## src/design/bracket_balance_checker_unit_defines.svh

```systemverilog
// Assertion helpers for the bracket checker
`ifndef BRACKET_BALANCE_CHECKER_UNIT_DEFINES_SVH
`define BRACKET_BALANCE_CHECKER_UNIT_DEFINES_SVH

`ifndef ASSERT_OFF
// plain property, checked at each rising edge outside reset
`define BBC_ASSERT(lbl, clk, rstn, prop, msg) \
    lbl: assert property (@(posedge clk) disable iff (!rstn) (prop)) else $error(msg);
// overlapping implication
`define BBC_ASSERT_IMP(lbl, clk, rstn, ante, cons, msg) \
    lbl: assert property (@(posedge clk) disable iff (!rstn) (ante) |-> (cons)) \
        else $error(msg);
// implication onto the following edge
`define BBC_ASSERT_NXT(lbl, clk, rstn, ante, cons, msg) \
    lbl: assert property (@(posedge clk) disable iff (!rstn) (ante) |=> (cons)) \
        else $error(msg);
`else
`define BBC_ASSERT(lbl, clk, rstn, prop, msg)
`define BBC_ASSERT_IMP(lbl, clk, rstn, ante, cons, msg)
`define BBC_ASSERT_NXT(lbl, clk, rstn, ante, cons, msg)
`endif

`endif

```

## src/design/bbc_pkg.sv

```systemverilog
package bbc_pkg;

    // stack geometry
    localparam int STACK_DEPTH = 256;
    localparam int LEVEL_W     = $clog2(STACK_DEPTH + 1);
    localparam int OPEN_W      = 9;
    localparam int STATUS_W    = 3;
    localparam int WIDE_W      = LEVEL_W + OPEN_W;

    // characters of interest
    localparam logic [7:0] CH_DQUOTE = 8'd34;
    localparam logic [7:0] CH_SQUOTE = 8'd39;
    localparam logic [7:0] CH_BSLASH = 8'd92;
    localparam logic [7:0] CH_LPAREN = 8'h28;
    localparam logic [7:0] CH_RPAREN = 8'h29;
    localparam logic [7:0] CH_LBRACK = 8'h5B;
    localparam logic [7:0] CH_RBRACK = 8'h5D;
    localparam logic [7:0] CH_LBRACE = 8'h7B;
    localparam logic [7:0] CH_RBRACE = 8'h7D;
    localparam logic [7:0] CH_SLASH  = 8'h2F;
    localparam logic [7:0] CH_STAR   = 8'h2A;
    localparam logic [7:0] CH_NL     = 8'h0A;

    // bracket kinds held on the stack
    localparam logic [1:0] KIND_PAREN = 2'd0;
    localparam logic [1:0] KIND_BRACK = 2'd1;
    localparam logic [1:0] KIND_BRACE = 2'd2;

    // verdict codes
    localparam logic [STATUS_W-1:0] ST_OK       = 3'd0;
    localparam logic [STATUS_W-1:0] ST_MISMATCH = 3'd1;
    localparam logic [STATUS_W-1:0] ST_EXTRA    = 3'd2;
    localparam logic [STATUS_W-1:0] ST_UNCLOSED = 3'd3;
    localparam logic [STATUS_W-1:0] ST_OVERFLOW = 3'd4;

    // bracket event from the text filter
    typedef struct packed {
        logic       bracket;
        logic       is_open;
        logic [1:0] kind;
        logic       last;
    } bbc_evt_t;

    // shift control for the stack cells
    typedef struct packed {
        logic push;
        logic pop;
    } bbc_shift_t;

    // verdict towards the output register
    typedef struct packed {
        logic                valid;
        logic [STATUS_W-1:0] status;
        logic [OPEN_W-1:0]   open_count;
    } bbc_verdict_t;

    // open count saturated to the field width
    function automatic logic [OPEN_W-1:0] sat_open(input logic [LEVEL_W-1:0] lvl);
        logic [WIDE_W-1:0] wide;
        wide = WIDE_W'(lvl);
        if (wide > WIDE_W'({OPEN_W{1'b1}}))
            return {OPEN_W{1'b1}};
        return wide[OPEN_W-1:0];
    endfunction

endpackage

```

## src/design/bbc_front.sv

```systemverilog
module bbc_front
(
    input  logic              clk,
    input  logic              rst_n,
    input  logic              in_valid,
    output logic              in_ready,
    input  logic [7:0]        char_byte,
    input  logic              last_byte,
    input  logic              evt_take,
    output logic              evt_valid,
    output bbc_pkg::bbc_evt_t evt
);

    logic              in_line_comment_reg,  in_line_comment_next;
    logic              in_block_comment_reg, in_block_comment_next;
    logic [7:0]        raw_prev_byte_reg,    raw_prev_byte_next;
    logic              held_slash_reg,       held_slash_next;
    logic [7:0]        kept_prev_byte_reg,   kept_prev_byte_next;
    logic              in_double_quote_reg,  in_double_quote_next;
    logic              in_single_quote_reg,  in_single_quote_next;
    logic              evt_valid_reg,        evt_valid_next;
    bbc_pkg::bbc_evt_t evt_reg,              evt_next;

    logic       accept;
    logic       pass;
    logic       emit_slash;
    logic       emit_char;
    logic       escaped;
    logic [7:0] kept_mid;

    assign in_ready = !evt_valid_reg || evt_take;
    assign accept   = in_valid && in_ready;

    // comment removal, quote removal and bracket decode for one byte
    always_comb
    begin
        in_line_comment_next  = in_line_comment_reg;
        in_block_comment_next = in_block_comment_reg;
        held_slash_next       = held_slash_reg;
        in_double_quote_next  = in_double_quote_reg;
        in_single_quote_next  = in_single_quote_reg;
        raw_prev_byte_next    = char_byte;
        pass                  = 1'b0;
        evt_next              = '0;
        evt_next.last         = last_byte;

        priority if (char_byte == bbc_pkg::CH_SLASH && raw_prev_byte_reg == bbc_pkg::CH_SLASH
                     && !in_line_comment_reg && !in_block_comment_reg)
        begin
            in_line_comment_next = 1'b1;
            held_slash_next      = 1'b0;
        end
        else if (char_byte == bbc_pkg::CH_NL && in_line_comment_reg)
        begin
            pass                 = 1'b1;
            in_line_comment_next = 1'b0;
        end
        else if (char_byte == bbc_pkg::CH_SLASH && raw_prev_byte_reg == bbc_pkg::CH_STAR)
        begin
            in_line_comment_next  = 1'b0;
            in_block_comment_next = 1'b0;
        end
        else if (char_byte == bbc_pkg::CH_STAR && raw_prev_byte_reg == bbc_pkg::CH_SLASH)
        begin
            in_block_comment_next = 1'b1;
            held_slash_next       = 1'b0;
        end
        else if (!in_line_comment_reg && !in_block_comment_reg)
        begin
            pass = 1'b1;
        end
        else
        begin
            pass = 1'b0;
        end

        // a passed byte first releases a held slash; a slash is itself held back
        emit_slash = pass && held_slash_reg;
        emit_char  = pass && (char_byte != bbc_pkg::CH_SLASH);
        if (pass)
            held_slash_next = (char_byte == bbc_pkg::CH_SLASH);

        kept_mid            = emit_slash ? bbc_pkg::CH_SLASH : kept_prev_byte_reg;
        kept_prev_byte_next = emit_char ? char_byte : kept_mid;
        escaped             = (kept_mid == bbc_pkg::CH_BSLASH);

        // quote tracking and bracket decode on the surviving byte
        if (emit_char)
        begin
            priority if (char_byte == bbc_pkg::CH_DQUOTE && !escaped && !in_single_quote_reg)
            begin
                in_double_quote_next = !in_double_quote_reg;
            end
            else if (char_byte == bbc_pkg::CH_SQUOTE && !escaped && !in_double_quote_reg)
            begin
                in_single_quote_next = !in_single_quote_reg;
            end
            else if (!in_double_quote_reg && !in_single_quote_reg)
            begin
                unique case (char_byte)
                    bbc_pkg::CH_LPAREN: evt_next[4:1] = {2'b11, bbc_pkg::KIND_PAREN};
                    bbc_pkg::CH_LBRACK: evt_next[4:1] = {2'b11, bbc_pkg::KIND_BRACK};
                    bbc_pkg::CH_LBRACE: evt_next[4:1] = {2'b11, bbc_pkg::KIND_BRACE};
                    bbc_pkg::CH_RPAREN: evt_next[4:1] = {2'b10, bbc_pkg::KIND_PAREN};
                    bbc_pkg::CH_RBRACK: evt_next[4:1] = {2'b10, bbc_pkg::KIND_BRACK};
                    bbc_pkg::CH_RBRACE: evt_next[4:1] = {2'b10, bbc_pkg::KIND_BRACE};
                    default:            evt_next[4:1] = 4'b0000;
                endcase
            end
            else
            begin
                in_double_quote_next = in_double_quote_reg;
            end
        end

        // end of text: filter state back to its reset value
        if (last_byte)
        begin
            in_line_comment_next  = 1'b0;
            in_block_comment_next = 1'b0;
            raw_prev_byte_next    = 8'd0;
            held_slash_next       = 1'b0;
            kept_prev_byte_next   = 8'd0;
            in_double_quote_next  = 1'b0;
            in_single_quote_next  = 1'b0;
        end
    end

    // event slot occupancy
    always_comb
    begin
        evt_valid_next = evt_valid_reg;
        if (accept)
            evt_valid_next = 1'b1;
        else if (evt_take)
            evt_valid_next = 1'b0;
    end

    always_ff @(posedge clk or negedge rst_n)
    begin
        if (!rst_n)
        begin
            in_line_comment_reg  <= 1'b0;
            in_block_comment_reg <= 1'b0;
            raw_prev_byte_reg    <= 8'd0;
            held_slash_reg       <= 1'b0;
            kept_prev_byte_reg   <= 8'd0;
            in_double_quote_reg  <= 1'b0;
            in_single_quote_reg  <= 1'b0;
            evt_valid_reg        <= 1'b0;
        end
        else
        begin
            evt_valid_reg <= evt_valid_next;
            if (accept)
            begin
                in_line_comment_reg  <= in_line_comment_next;
                in_block_comment_reg <= in_block_comment_next;
                raw_prev_byte_reg    <= raw_prev_byte_next;
                held_slash_reg       <= held_slash_next;
                kept_prev_byte_reg   <= kept_prev_byte_next;
                in_double_quote_reg  <= in_double_quote_next;
                in_single_quote_reg  <= in_single_quote_next;
            end
        end
    end

    // event payload
    always_ff @(posedge clk)
    begin
        if (accept)
            evt_reg <= evt_next;
    end

    assign evt_valid = evt_valid_reg;
    assign evt       = evt_reg;

endmodule

```

## src/design/bbc_cell.sv

```systemverilog
module bbc_cell
(
    input  logic                clk,
    input  bbc_pkg::bbc_shift_t shift,
    input  logic [1:0]          from_above,
    input  logic [1:0]          from_below,
    output logic [1:0]          q
);

    logic [1:0] data_reg, data_next;

    // push moves entries down, pop moves them up
    always_comb
    begin
        priority if (shift.push)
            data_next = from_above;
        else if (shift.pop)
            data_next = from_below;
        else
            data_next = data_reg;
    end

    always_ff @(posedge clk)
    begin
        data_reg <= data_next;
    end

    assign q = data_reg;

endmodule

```

## src/design/bbc_stack.sv

```systemverilog
module bbc_stack
(
    input  logic                  clk,
    input  logic                  rst_n,
    input  logic                  evt_valid,
    input  bbc_pkg::bbc_evt_t     evt,
    input  logic                  out_free,
    output logic                  evt_take,
    output bbc_pkg::bbc_verdict_t verdict
);

    logic [bbc_pkg::LEVEL_W-1:0]  level_reg, level_next;
    logic [bbc_pkg::STATUS_W-1:0] first_error_reg, first_error_next;
    logic [bbc_pkg::STATUS_W-1:0] new_error;
    bbc_pkg::bbc_shift_t          shift;
    logic                         full;
    logic                         empty;
    logic [1:0]                   cell_q [bbc_pkg::STACK_DEPTH];

    assign full     = (level_reg == bbc_pkg::LEVEL_W'(bbc_pkg::STACK_DEPTH));
    assign empty    = (level_reg == '0);
    assign evt_take = evt_valid && (!evt.last || out_free);

    // push/pop decision and first-error capture
    always_comb
    begin
        shift      = '0;
        new_error  = bbc_pkg::ST_OK;
        level_next = level_reg;
        if (evt_take && evt.bracket)
        begin
            if (evt.is_open)
            begin
                if (full)
                    new_error = bbc_pkg::ST_OVERFLOW;
                else
                begin
                    shift.push = 1'b1;
                    level_next = level_reg + 1'b1;
                end
            end
            else
            begin
                if (empty)
                    new_error = bbc_pkg::ST_EXTRA;
                else
                begin
                    shift.pop  = 1'b1;
                    level_next = level_reg - 1'b1;
                    if (cell_q[0] != evt.kind)
                        new_error = bbc_pkg::ST_MISMATCH;
                end
            end
        end
        first_error_next = (first_error_reg == bbc_pkg::ST_OK) ? new_error : first_error_reg;
    end

    // verdict on the last byte
    always_comb
    begin
        verdict.valid      = evt_take && evt.last;
        verdict.open_count = bbc_pkg::sat_open(level_next);
        if (first_error_next != bbc_pkg::ST_OK)
            verdict.status = first_error_next;
        else if (level_next != '0)
            verdict.status = bbc_pkg::ST_UNCLOSED;
        else
            verdict.status = bbc_pkg::ST_OK;
    end

    always_ff @(posedge clk or negedge rst_n)
    begin
        if (!rst_n)
        begin
            level_reg       <= '0;
            first_error_reg <= bbc_pkg::ST_OK;
        end
        else if (evt_take)
        begin
            if (evt.last)
            begin
                level_reg       <= '0;
                first_error_reg <= bbc_pkg::ST_OK;
            end
            else
            begin
                level_reg       <= level_next;
                first_error_reg <= first_error_next;
            end
        end
    end

    // row of stack cells, top of stack in cell 0
    genvar gi;
    generate
        for (gi = 0; gi < bbc_pkg::STACK_DEPTH; gi++)
        begin : g_cell
            logic [1:0] above;
            logic [1:0] below;
            if (gi == 0)
            begin : g_top
                assign above = evt.kind;
            end
            else
            begin : g_mid
                assign above = cell_q[gi-1];
            end
            if (gi == bbc_pkg::STACK_DEPTH - 1)
            begin : g_bot
                assign below = bbc_pkg::KIND_PAREN;
            end
            else
            begin : g_up
                assign below = cell_q[gi+1];
            end
            bbc_cell u_cell
            (
                .clk        (clk),
                .shift      (shift),
                .from_above (above),
                .from_below (below),
                .q          (cell_q[gi])
            );
        end
    endgenerate

endmodule

```

## src/design/bracket_balance_checker_unit.sv

```systemverilog
// The last byte's event is registered, then its verdict is registered for m_tdata.
// Throughput: one byte per cycle, set by the push/pop of the stack cell row.
// A verdict waiting in the output register stalls input only when the next last byte arrives.
// Reset (rst_n low, asynchronous) clears filter flags, stack level, error and valid flags;
// stack cells hold no reset value and need no clearing pass.
`include "bracket_balance_checker_unit_defines.svh"

module bracket_balance_checker_unit
(
    input  logic        clk,
    input  logic        rst_n,
    input  logic        s_tvalid,
    output logic        s_tready,
    input  logic [7:0]  s_tdata,   // [7:0] char_byte
    input  logic        s_tlast,   // last_byte
    output logic        m_tvalid,
    input  logic        m_tready,
    output logic [15:0] m_tdata    // [2:0] status, [11:3] open_count, [15:12] zero
);

    logic                  evt_valid;
    bbc_pkg::bbc_evt_t     evt;
    logic                  evt_take;
    logic                  out_free;
    bbc_pkg::bbc_verdict_t verdict;
    logic                  out_valid_reg, out_valid_next;
    logic [11:0]           out_data_reg;

    bbc_front u_front
    (
        .clk       (clk),
        .rst_n     (rst_n),
        .in_valid  (s_tvalid),
        .in_ready  (s_tready),
        .char_byte (s_tdata),
        .last_byte (s_tlast),
        .evt_take  (evt_take),
        .evt_valid (evt_valid),
        .evt       (evt)
    );

    bbc_stack u_stack
    (
        .clk       (clk),
        .rst_n     (rst_n),
        .evt_valid (evt_valid),
        .evt       (evt),
        .out_free  (out_free),
        .evt_take  (evt_take),
        .verdict   (verdict)
    );

    // output register
    assign out_free = !out_valid_reg || m_tready;

    always_comb
    begin
        out_valid_next = out_valid_reg;
        if (verdict.valid)
            out_valid_next = 1'b1;
        else if (m_tready)
            out_valid_next = 1'b0;
    end

    always_ff @(posedge clk or negedge rst_n)
    begin
        if (!rst_n)
            out_valid_reg <= 1'b0;
        else
            out_valid_reg <= out_valid_next;
    end

    always_ff @(posedge clk)
    begin
        if (verdict.valid)
            out_data_reg <= {verdict.open_count, verdict.status};
    end

    assign m_tvalid = out_valid_reg;
    assign m_tdata  = {4'b0000, out_data_reg};

    // checks
    `BBC_ASSERT_NXT(a_last_reaches_stack, clk, rst_n,
        s_tvalid && s_tready && s_tlast, evt_valid && evt.last,
        "last byte lost before stack stage")
    `BBC_ASSERT_IMP(a_no_overwrite, clk, rst_n,
        out_valid_reg && !m_tready, !verdict.valid,
        "pending verdict overwritten")
    `BBC_ASSERT_IMP(a_ok_empty, clk, rst_n,
        m_tvalid && m_tdata[2:0] == bbc_pkg::ST_OK, m_tdata[11:3] == 9'd0,
        "ok verdict with brackets open")
    `BBC_ASSERT_IMP(a_unclosed_open, clk, rst_n,
        m_tvalid && m_tdata[2:0] == bbc_pkg::ST_UNCLOSED, m_tdata[11:3] != 9'd0,
        "unclosed verdict with nothing open")

endmodule

```

## config.mk

```make
export PLATFORM = sky130hd
export DESIGN_NAME = bracket_balance_checker_unit
export DESIGN_NICKNAME = d
export VERILOG_FILES = /design/src/design/bbc_pkg.sv /design/src/design/bbc_front.sv /design/src/design/bbc_cell.sv /design/src/design/bbc_stack.sv /design/src/design/bracket_balance_checker_unit.sv
export VERILOG_INCLUDE_DIRS = /design/src /design/src/design
export SDC_FILE = /design/constraint.sdc
export NUM_CORES = 1
export LEC_CHECK = 0
export BUFFER_PORTS_ARGS = -buffer_cell sky130_fd_sc_hd__buf_4
export CORE_MARGIN = 2
export CORE_UTILIZATION = 55
export CTS_BUF_LIST = sky130_fd_sc_hd__clkbuf_2
export CTS_CLUSTER_DIAMETER = 150
export DETAILED_ROUTE_END_ITERATION = 10
export PLACE_DENSITY = 0.68
export REMOVE_ABC_BUFFERS = 1
export SKIP_CTS_REPAIR_TIMING = 1
export SYNTH_ARGS = -nofsm -noshare
export SYNTH_HDL_FRONTEND = slang
export SYNTH_HIERARCHICAL = 1
export SYNTH_SLANG_ARGS = --single-unit
```

## constraint.sdc

```tcl
create_clock -name clk -period 73.6 [get_ports clk]
set_input_delay 7.36 -clock clk [delete_from_list [all_inputs] [get_ports clk]]
set_output_delay 7.36 -clock clk [all_outputs]
set_load 0.02 [all_outputs]
```

* Word-level counts from Yosys, hierarchy flattened *
Cells that the tools add are included.

word-level totals
  register bits after elaboration = 564
  output and inout bits = 18

operators by class
  mux-type cells = 567
  bitwise logic cells = 2
  equal/unequal tests = 22
  add/subtract/negate cells = 2
  reductions and logical operators = 48

operator list
  kind                 number
  $mux 2               514
  $eq 8x6->1 const B   8
  $mux 9               5
  $eq 8x7->1 const B   5
  $mux 1               36
  $mux 8               4
  $pmux 4 s6           1
  $mux 3               7
  $logic_and 1x1->1    18
  $reduce_and 4->1     3
  $reduce_bool 2->1    6
  $add 9x1->9 const B  1
  $eq 9x9->1 const B   1
  $logic_not 9->1      1
  $reduce_bool 9->1    1
  $sub 9x1->9 const B  1
  $eq 8x4->1 const B   1
  $logic_not 1->1      8
  $ne 4x2->1 const B   2
  $ne 8x6->1 const B   1
  $reduce_bool 4->1    2
  $ne 2x2->1 const B   3
  $reduce_bool 3->1    2
  $reduce_or 4->1      1
  6 further kinds      9

* Longest topological paths before layout *
Gate-level depths: netlist of the first run.

  depth in word-level cells = 17
  gate-level depth with buffers = 10
  gate-level depth less buffers = 10

* Modules after synthesis *
The synthesis of the first run kept the hierarchy.

by module, submodules not included
  module                        cells each  instances  area an instance (um^2)
  bbc_cell                      5           256        88.8
  bbc_front                     159         1          1,495.2
  bbc_stack                     136         1          1,113.6
  bracket_balance_checker_unit  20          1          441.7

* Worst setup path before layout of the first run *
No wires, ideal clock.

  path type = input-to-reg
  start point = input m_tready
  end point = register u_stack.g_cell[0].u_cell.data_reg[0], data pin
  path buffers = 0
  library setup time = 0.290 ns
  cell stages on the path = 6
  arrival time = 36.701 ns
  setup slack = 36.609 ns
  cells stage by stage = nand2b_4 -> nor2b_1 -> nor2_1 -> nand2_1 -> nor2_1 -> mux2_2

RTL lines
  element               RTL line                            RTL
  from (decl)           bracket_balance_checker_unit.sv:17  input logic m_tready,
  to (signal assigned)  bbc_cell.sv:25                      data_reg <= data_next;
  to (decl)             bbc_cell.sv:10                      logic [1:0] data_reg, data_next;

* Worst setup path in the final report of the first run *
  start point = input m_tready
  end point = output s_tready

between the ends
  word-level cells in the longest chain between the ends = 4

ends and longest elaborated chain
  element            RTL line                            RTL
  $logic_or 1x1->1   bracket_balance_checker_unit.sv:54  assign out_free = !out_valid_reg || m_tready;
  via out_free       bracket_balance_checker_unit.sv:24  logic out_free;
  $logic_or 1x1->1   bbc_stack.sv:22                     assign evt_take = evt_valid && (!evt.last || out_free);
  $logic_and 1x1->1  bbc_stack.sv:22
  via evt_take       bracket_balance_checker_unit.sv:23  logic evt_take;
  $logic_or 1x1->1   bbc_front.sv:31                     assign in_ready = !evt_valid_reg || evt_take;
  to (decl)          bracket_balance_checker_unit.sv:13  output logic s_tready,

The timed path passes the listed nets, and every way through them passes these cells.

==> flow_summary.json, run 1 <==
{
  "core_region_area_um2": 46460,
  "netlist_instances": 1595,
  "tritoncts": "yes",
  "start_util_pct": 55.52,
  "via_count": 13520,
  "synthFlopType": "edfxtp_1",
  "worst_pin_slew_ns": 1.115,
  "drtPass1Iterations": 5,
  "clockPowerShare_pct": 29.6,
  "cts_root_buffer": "clkbuf_2",
  "fin_crit_sh_pct": 21.63,
  "peakVddDrop_mv": 0.01575,
  "drtAntennaViolNets": 0,
  "grt_max_degree": 258,
  "cts.reportedPaths.clkPinSlew_ns": 0.10,
  "dp.cells": 2223,
  "layoutNonFillerInstCount": 2468,
  "cts_buffers": 145,
  "finalSetupViolCount": 0,
  "p_switching_uw": 190.6,
  "die-height_um": 220.6,
  "switching_share_pct": 27.11,
  "cp.required_ns": 66.24,
  "grt-ovfl-total": 0,
  "fill_cells": 3672,
  "seq_area_frac_synth_pct": 64.98,
  "synth_cell_type_count": 72,
  "p_seq_share_pct": 55.3,
  "portBuffers": 26,
  "finClkSkew_ns": 0.06186,
  "nNetsFinal": 1779,
  "cp.arrival_ns": 8.56,
  "wl_per_cell_um": 16.51,
  "outcome": "completed",
  "syn_area_um2": 25790,
  "grt_setup_unrepaired": "no",
  "grt_pass1_vias": 14090,
  "p_per_area_nw_per_um2": 25.06,
  "slew_violations": 0,
  "clk_latency_ns": 1.25,
  "track_usage_pct": 17.43,
  "fin_tns_setup_ns": 0,
  "setup.worst_path.end_class": "output port",
  "antenna_found_initial": 1,
  "die_width_um": 220.6,
  "cts_sinks": 564,
  "drive_gt1_share_pct": 56.18,
  "cap_violations": 0,
  "ys_seq_elements": 564,
  "grt_pass1_wl_um": 68100,
  "die_area_um2": 48640,
  "seq_area_um2": 16760,
  "vias_per_cell": 5.479,
  "clock_path_buffers": 3,
  "syn2layout_area_growth_pct": 8.742,
  "yosysWarnings": 6,
  "p_int_uw": 512.3,
  "path_max_fanout": 7,
  "synth_edf_count": 529,
  "slew_headroom_pct": 25.65,
  "finalHoldViolCount": 0,
  "startpoint_type": "input pin",
  "largest_register_ffs": 512,
  "crit_type": "input pin to output port",
  "drc_errors": 0,
  "htree_levels": 4,
  "hpwl_um": 24480,
  "syn_avg_cell_area_um2": 16.17,
  "rows": 79,
  "io_pins": 31,
  "gp_congestion": 0.8199,
  "power_leakage_nw": 8.240,
  "wirelength_um": 40750,
  "hold_path.class": "register to register",
  "drt_iter0_markers": 834,
  "async_reset_ff_share_pct": 6.206,
  "multiInputGateArea_um2": 8934,
  "max_freq_mhz": 62.82,
  "finalCriticalPeriod_ns": 15.92,
  "pwr-share-comb_pct": 15.0
}
[cells in the mapped netlist (4+ instances only)]
cell type	n	area, µm²
a21o_1	4	30.03
a21oi_1	10	50.05
a22o_1	6	52.55
and3_1	6	37.54
buf_2	5	25.02
buf_4	4	30.03
clkbuf_1	4	15.01
dfrtp_1	35	875.8
edfxtp_1	529	15890
inv_1	9	33.78
mux2_2	512	5766
nand2_1	37	138.9
nand2b_1	6	37.54
nand3_1	10	50.05
nand4_1	5	31.28
nor2_1	24	90.09
nor2b_1	6	37.54
nor3_1	6	30.03
o211ai_1	4	30.03
o21ai_0	24	120.1
o21ai_1	5	25.02
o221a_2	5	56.30
or2_2	258	1614
or3_1	4	25.02
xnor2_1	6	52.55
[layer usage]
metal	share of wire, %	track usage [%]	up-vias
met3	4.2	5.691	79
met2	47	26.65	205
met1	47	23.10	6643
met4	2.1	7.156	0
li1	-	-	6595
met5	0	0	-
[placed cells by master (no fill, tap or decap), drive strengths merged, types with 10 or more instances in the layout]
cell,synthesis,routed
or2,259,259
buf,12,33
inv,9,15
clkbuf,4,209
nor2,24,24
nand3,10,10
edfxtp,529,529
clkinv,1,25
dfrtp,35,35
a21oi,10,10
o21ai,29,29
nand2,37,37
mux2,512,512
[power by group through the flow]
| stage | Combinational, mW | Sequential [mW] | Clock, mW |
|---|---|---|---|
| after CTS | 0.106 | 0.389 | 0.220 |
| final | 0.106 | 0.389 | 0.208 |
| after global placement | 0.102 | 0.396 | 0 |
| after detailed placement | 0.106 | 0.396 | 0 |
| after global routing | 0.116 | 0.391 | 0.236 |
| after floorplan | 0.108 | 0.395 | 0 |
[cell families (layout without fill, tap and decap cells)]
group | Yosys count | count (layout) | share of synthesized area (%)
DFF | 564 | 564 | 64.98
muxes | 513 | 513 | 22.39
and+or+nand+nor | 395 | 395 | 9.367
AOI/OAI and AO/OA | 85 | 85 | 2.353
buffers and inverters | 26 | 287 | 0.4899
xor gates and xnor gates | 7 | 7 | 0.2377
adders and majority gates | 3 | 3 | 0.1455
other | 2 | 7 | 0.02912
[stage by stage]
step           total power, mW  hold WS (ns)  instance area [µm²]  utilization, %  setup WS (ns)
6_report                0.7029        0.4878                28050           60.37          57.68
5_1_grt                 0.7439        0.5140                28050           60.37          57.58
4_1_cts                 0.7149        0.4942                28040           60.37          57.69
3_5_place_dp            0.5022        0.4709                26780           57.64          57.71
3_3_place_gp            0.4984        0.4582                26780           57.64          57.76
2_1_floorplan           0.5031        0.4425                25720               -          36.60
[cell type report]
class | instances | share of cell area [%]
repair buffers | 33 | 1.017
inverters | 10 | 0.1338
well taps | 607 | 2.708
diodes | 1 | 0.008922
multi-input cells | 1009 | 31.85
clock buffers | 209 | 3.729
clock inverters | 35 | 0.7896
flip-flops and latches | 564 | 59.76
[worst paths after layout]
check / startpoint / end / slack, ns / depth (start not counted)
max reg2reg: u_stack/level_reg[0] / u_stack/g_cell[89].u_cell/q[0] / 68.31 / 10
min: u_front/raw_prev_byte_reg[5] / u_front/raw_prev_byte_reg[5] / 0.49 / 2
max in group asynchronous: rst_n / u_stack/level_reg[5] / 67.16 / 1
min reg2reg: u_front/raw_prev_byte_reg[5] / u_front/raw_prev_byte_reg[5] / 0.49 / 2
max: m_tready / s_tready / 57.68 / 7
min in group asynchronous: rst_n / u_front/in_line_comment_reg / 6.06 / 1
[worst max-delay path, cell delays in order]
cell	delay (ns)
buf_4	0.11
nand2b_4	0.14
nand2b_1	0.16
nand2_1	0.23
inv_1	0.18
nand2b_1	0.21
buf_4	0.17
No activity file was read; power rests on OpenSTA's default activity.
==> run 2, diff against run 1 <==
--- a/config.mk
+++ b/config.mk
@@ -6,6 +6,7 @@
 export SDC_FILE = /design/constraint.sdc
 export NUM_CORES = 1
 export LEC_CHECK = 0
+export ABC_AREA = 1
 export BUFFER_PORTS_ARGS = -buffer_cell sky130_fd_sc_hd__buf_4
 export CORE_MARGIN = 2
 export CORE_UTILIZATION = 55
==> constraint.sdc (replaced) <==
create_clock -name clk -period 15.9 [get_ports clk]
set_input_delay 1.59 -clock clk [delete_from_list [all_inputs] [get_ports clk]]
set_output_delay 1.59 -clock clk [all_outputs]
set_load 0.02 [all_outputs]
==> run 2 against run 1 <==
Largest power group unchanged; via count increased by 40%; sequential share of layout area decreased by 2.2 points; sequential cell count unchanged; core utilization increased by 0.40 points.
==> flow_summary.json, run 2 <==
{
  "yosysWarnings": 6,
  "finalSetupViolCount": 0,
  "highest_layer": "met4",
  "setup_slack_ns": 10.86,
  "hpwl_um": 31310,
  "die_width_um": 225.0,
  "core_region_area_um2": 47950,
  "synth_cell_type_count": 43,
  "drtPass1Iterations": 6,
  "outcome": "completed",
  "track_usage_pct": 20.08,
  "cap_violations": 0,
  "drtAntennaViolNets": 0,
  "finalHoldViolCount": 0,
  "p_int_mw": 3.297,
  "cts.reportedPaths.clkPinSlew_ns": 0.11,
  "muxShareOfSynthArea_pct": 0.03727,
  "r2r_cells": 12,
  "synth-compound-area-share_pct": 0.9410,
  "p_seq_share_pct": 52.1,
  "cts_root_buffer": "clkbuf_2",
  "final_cell_mix": "nand2_1, edfxtp_1, inv_1",
  "fin_tns_setup_ns": 0,
  "power_mw": 5.106,
  "die_area_um2": 50620,
  "cp.required_ns": 16.90,
  "wirelength_um": 48640,
  "final_common_cell": "nand2_1",
  "peakVddDrop_mv": 0.08227,
  "slew_headroom_pct": 12.24,
  "nNetsFinal": 3153,
  "r2r_slack_ns": 10.86,
  "worst_pin_slew_ns": 1.316,
  "startpoint_type": "register",
  "crit_path_end": "u_stack/g_cell[35].u_cell/q[0]",
  "largest_register_ffs": 512,
  "drt_iter0_markers": 1487,
  "clockPowerShare_pct": 18.9,
  "setup.worst_path.end_class": "register",
  "syn_area_um2": 26860,
  "p_switching_mw": 1.808,
  "netlist_instances": 2960,
  "grt-ovfl-total": 0,
  "tritoncts": "yes",
  "syn2layout_area_growth_pct": 8.488,
  "timing.rr.end": "u_stack/g_cell[35].u_cell/q[0]",
  "syn_avg_cell_area_um2": 9.074,
  "ys_top_cells_by_count": "nand2_1, edfxtp_1, inv_1",
  "hold_path.class": "input pin to async pin",
  "io_pins": 31,
  "yosysTopAreaCell": "edfxtp_1",
  "synth_top_area_share_pct": 59.14,
  "synthAdderAreaFrac_pct": 0.1398,
  "die-height_um": 225.0,
  "portBuffers": 26,
  "power_leakage_nw": 13.29,
  "rr_startpoint": "u_front/evt[0]",
  "wl_met3_um": 2468,
  "grt_pass1_wl_um": 83080,
  "vias_per_cell": 4.909,
  "ys_top_cells_by_area": "edfxtp_1, nand2_1, or2_1",
  "antenna_found_initial": 2,
  "max_freq_mhz": 198.3,
  "cp-startpoint": "u_front/evt[0]",
  "ys_seq_elements": 564,
  "path_max_fanout": 218,
  "start_util_pct": 56.02,
  "whs_ns": 0.2863,
  "switching_share_pct": 35.42,
  "crit_type": "register to register",
  "async_reset_ff_share_pct": 6.206,
  "synth_xor_area_share_pct": 0.2888,
  "finalCriticalPeriod_ns": 5.043,
  "cp.arrival_ns": 6.04,
  "clock_path_buffers": 3,
  "met2_length_um": 22250,
  "synthSimpleGateAreaFrac_pct": 31.53,
  "met1Wirelength_um": 22980,
  "seq_area_frac_synth_pct": 62.41,
  "cts_buffers": 148,
  "clk_latency_ns": 1.27,
  "via_count": 18950,
  "grt_max_degree": 313,
  "post-synth-top-count-cell": "nand2_1",
  "htree_levels": 4,
  "slew_violations": 0,
  "drive_gt1_share_pct": 9.649,
  "fin_crit_sh_pct": 31.72,
  "cts_sinks": 564,
  "pwr-share-comb_pct": 29.0,
  "synth_top_family_by_area": "simple AND/OR/NAND/NOR gates",
  "synthFlopType": "edfxtp_1",
  "wl_per_cell_um": 12.60,
  "finClkSkew_ns": 0.06807,
  "grt_setup_unrepaired": "no",
  "dp_slack_ns": 9.792,
  "drc_errors": 0,
  "synth_edf_count": 529,
  "grt_pass1_vias": 18890,
  "rows": 80,
  "gp_congestion": 0.8522,
  "p_per_area_nw_per_um2": 175.2
}
[run 2: power by group through the flow]
| stage | sequential [mW] | combinational, mW | clock (mW) |
|---|---|---|---|
| after global placement | 2.68 | 1.41 | 0 |
| after detailed placement | 2.69 | 1.49 | 0 |
| after global routing | 2.72 | 1.73 | 1.08 |
| after floorplan | 2.61 | 1.56 | 0 |
| final | 2.66 | 1.48 | 0.964 |
| after CTS | 2.66 | 1.49 | 1.01 |
[run 2: final cells by class]
| cell class | instances | area (µm²) |
|---|---|---|
| Antenna cell | 2 | 5.005 |
| Clock buffer | 230 | 1151 |
| Clock inverter | 27 | 127.6 |
| Fill cell | 4118 | 18810 |
| Inverter | 315 | 1195 |
| Multi-Input combinational cell | 2075 | 8869 |
| Sequential cell | 564 | 16760 |
| Tap cell | 615 | 769.5 |
| Timing Repair Buffer | 33 | 260.3 |
[run 2: layer usage]
layer | GRT usage [%] | vias up
met3 | 5.241 | 92
met1 | 26.58 | 8702
met4 | 8.417 | 0
li1 | - | 9784
met2 | 31.61 | 376
met5 | 0 | -
[run 2: how the worst min path moves through the flow]
stage / startpoint / end / cells after the start
floorplan: u_front/raw_prev_byte_reg[4] / u_front/raw_prev_byte_reg[4] / 2
detailed placement: u_front/raw_prev_byte_reg[7] / u_front/raw_prev_byte_reg[7] / 2
global route: rst_n / u_front/raw_prev_byte_reg[1] / 1
global placement: u_front/raw_prev_byte_reg[4] / u_front/raw_prev_byte_reg[4] / 2
CTS: rst_n / u_front/raw_prev_byte_reg[1] / 1
finish: rst_n / u_front/raw_prev_byte_reg[1] / 1
[run 2: critical path: stages, from the launching register on]
cell      delay (ns)
edfxtp_1        0.56
inv_2           0.14
nor2_1          0.05
nor2_2          0.43
nand2_2         0.21
nor2_1          0.18
nand2_1         0.17
inv_8           0.66
buf_4           1.04
buf_4           0.84
inv_1           0.15
nand2_1         0.12
nand2_1         0.06
[run 2: stage by stage]
stage               util, %  cells  area (µm²)
floorplan                 -   2954       26810
global placement      58.10   3602       27850
detailed placement    58.10   3602       27850
CTS                   60.76   3859       29130
global route          60.77   3861       29140
finish                60.77   3861       29140
[run 2: cell families (layout without fill, tap and decap cells)]
group / Yosys count / after routing
multiplexers: 1 / 1
other: 2 / 8
AO/OA/AOI/OAI: 44 / 44
buffers and inverters: 325 / 605
flip-flops: 564 / 564
AND/OR/NAND/NOR: 2013 / 2013
adder cells (fa/ha/maj): 3 / 3
XOR/XNOR: 8 / 8
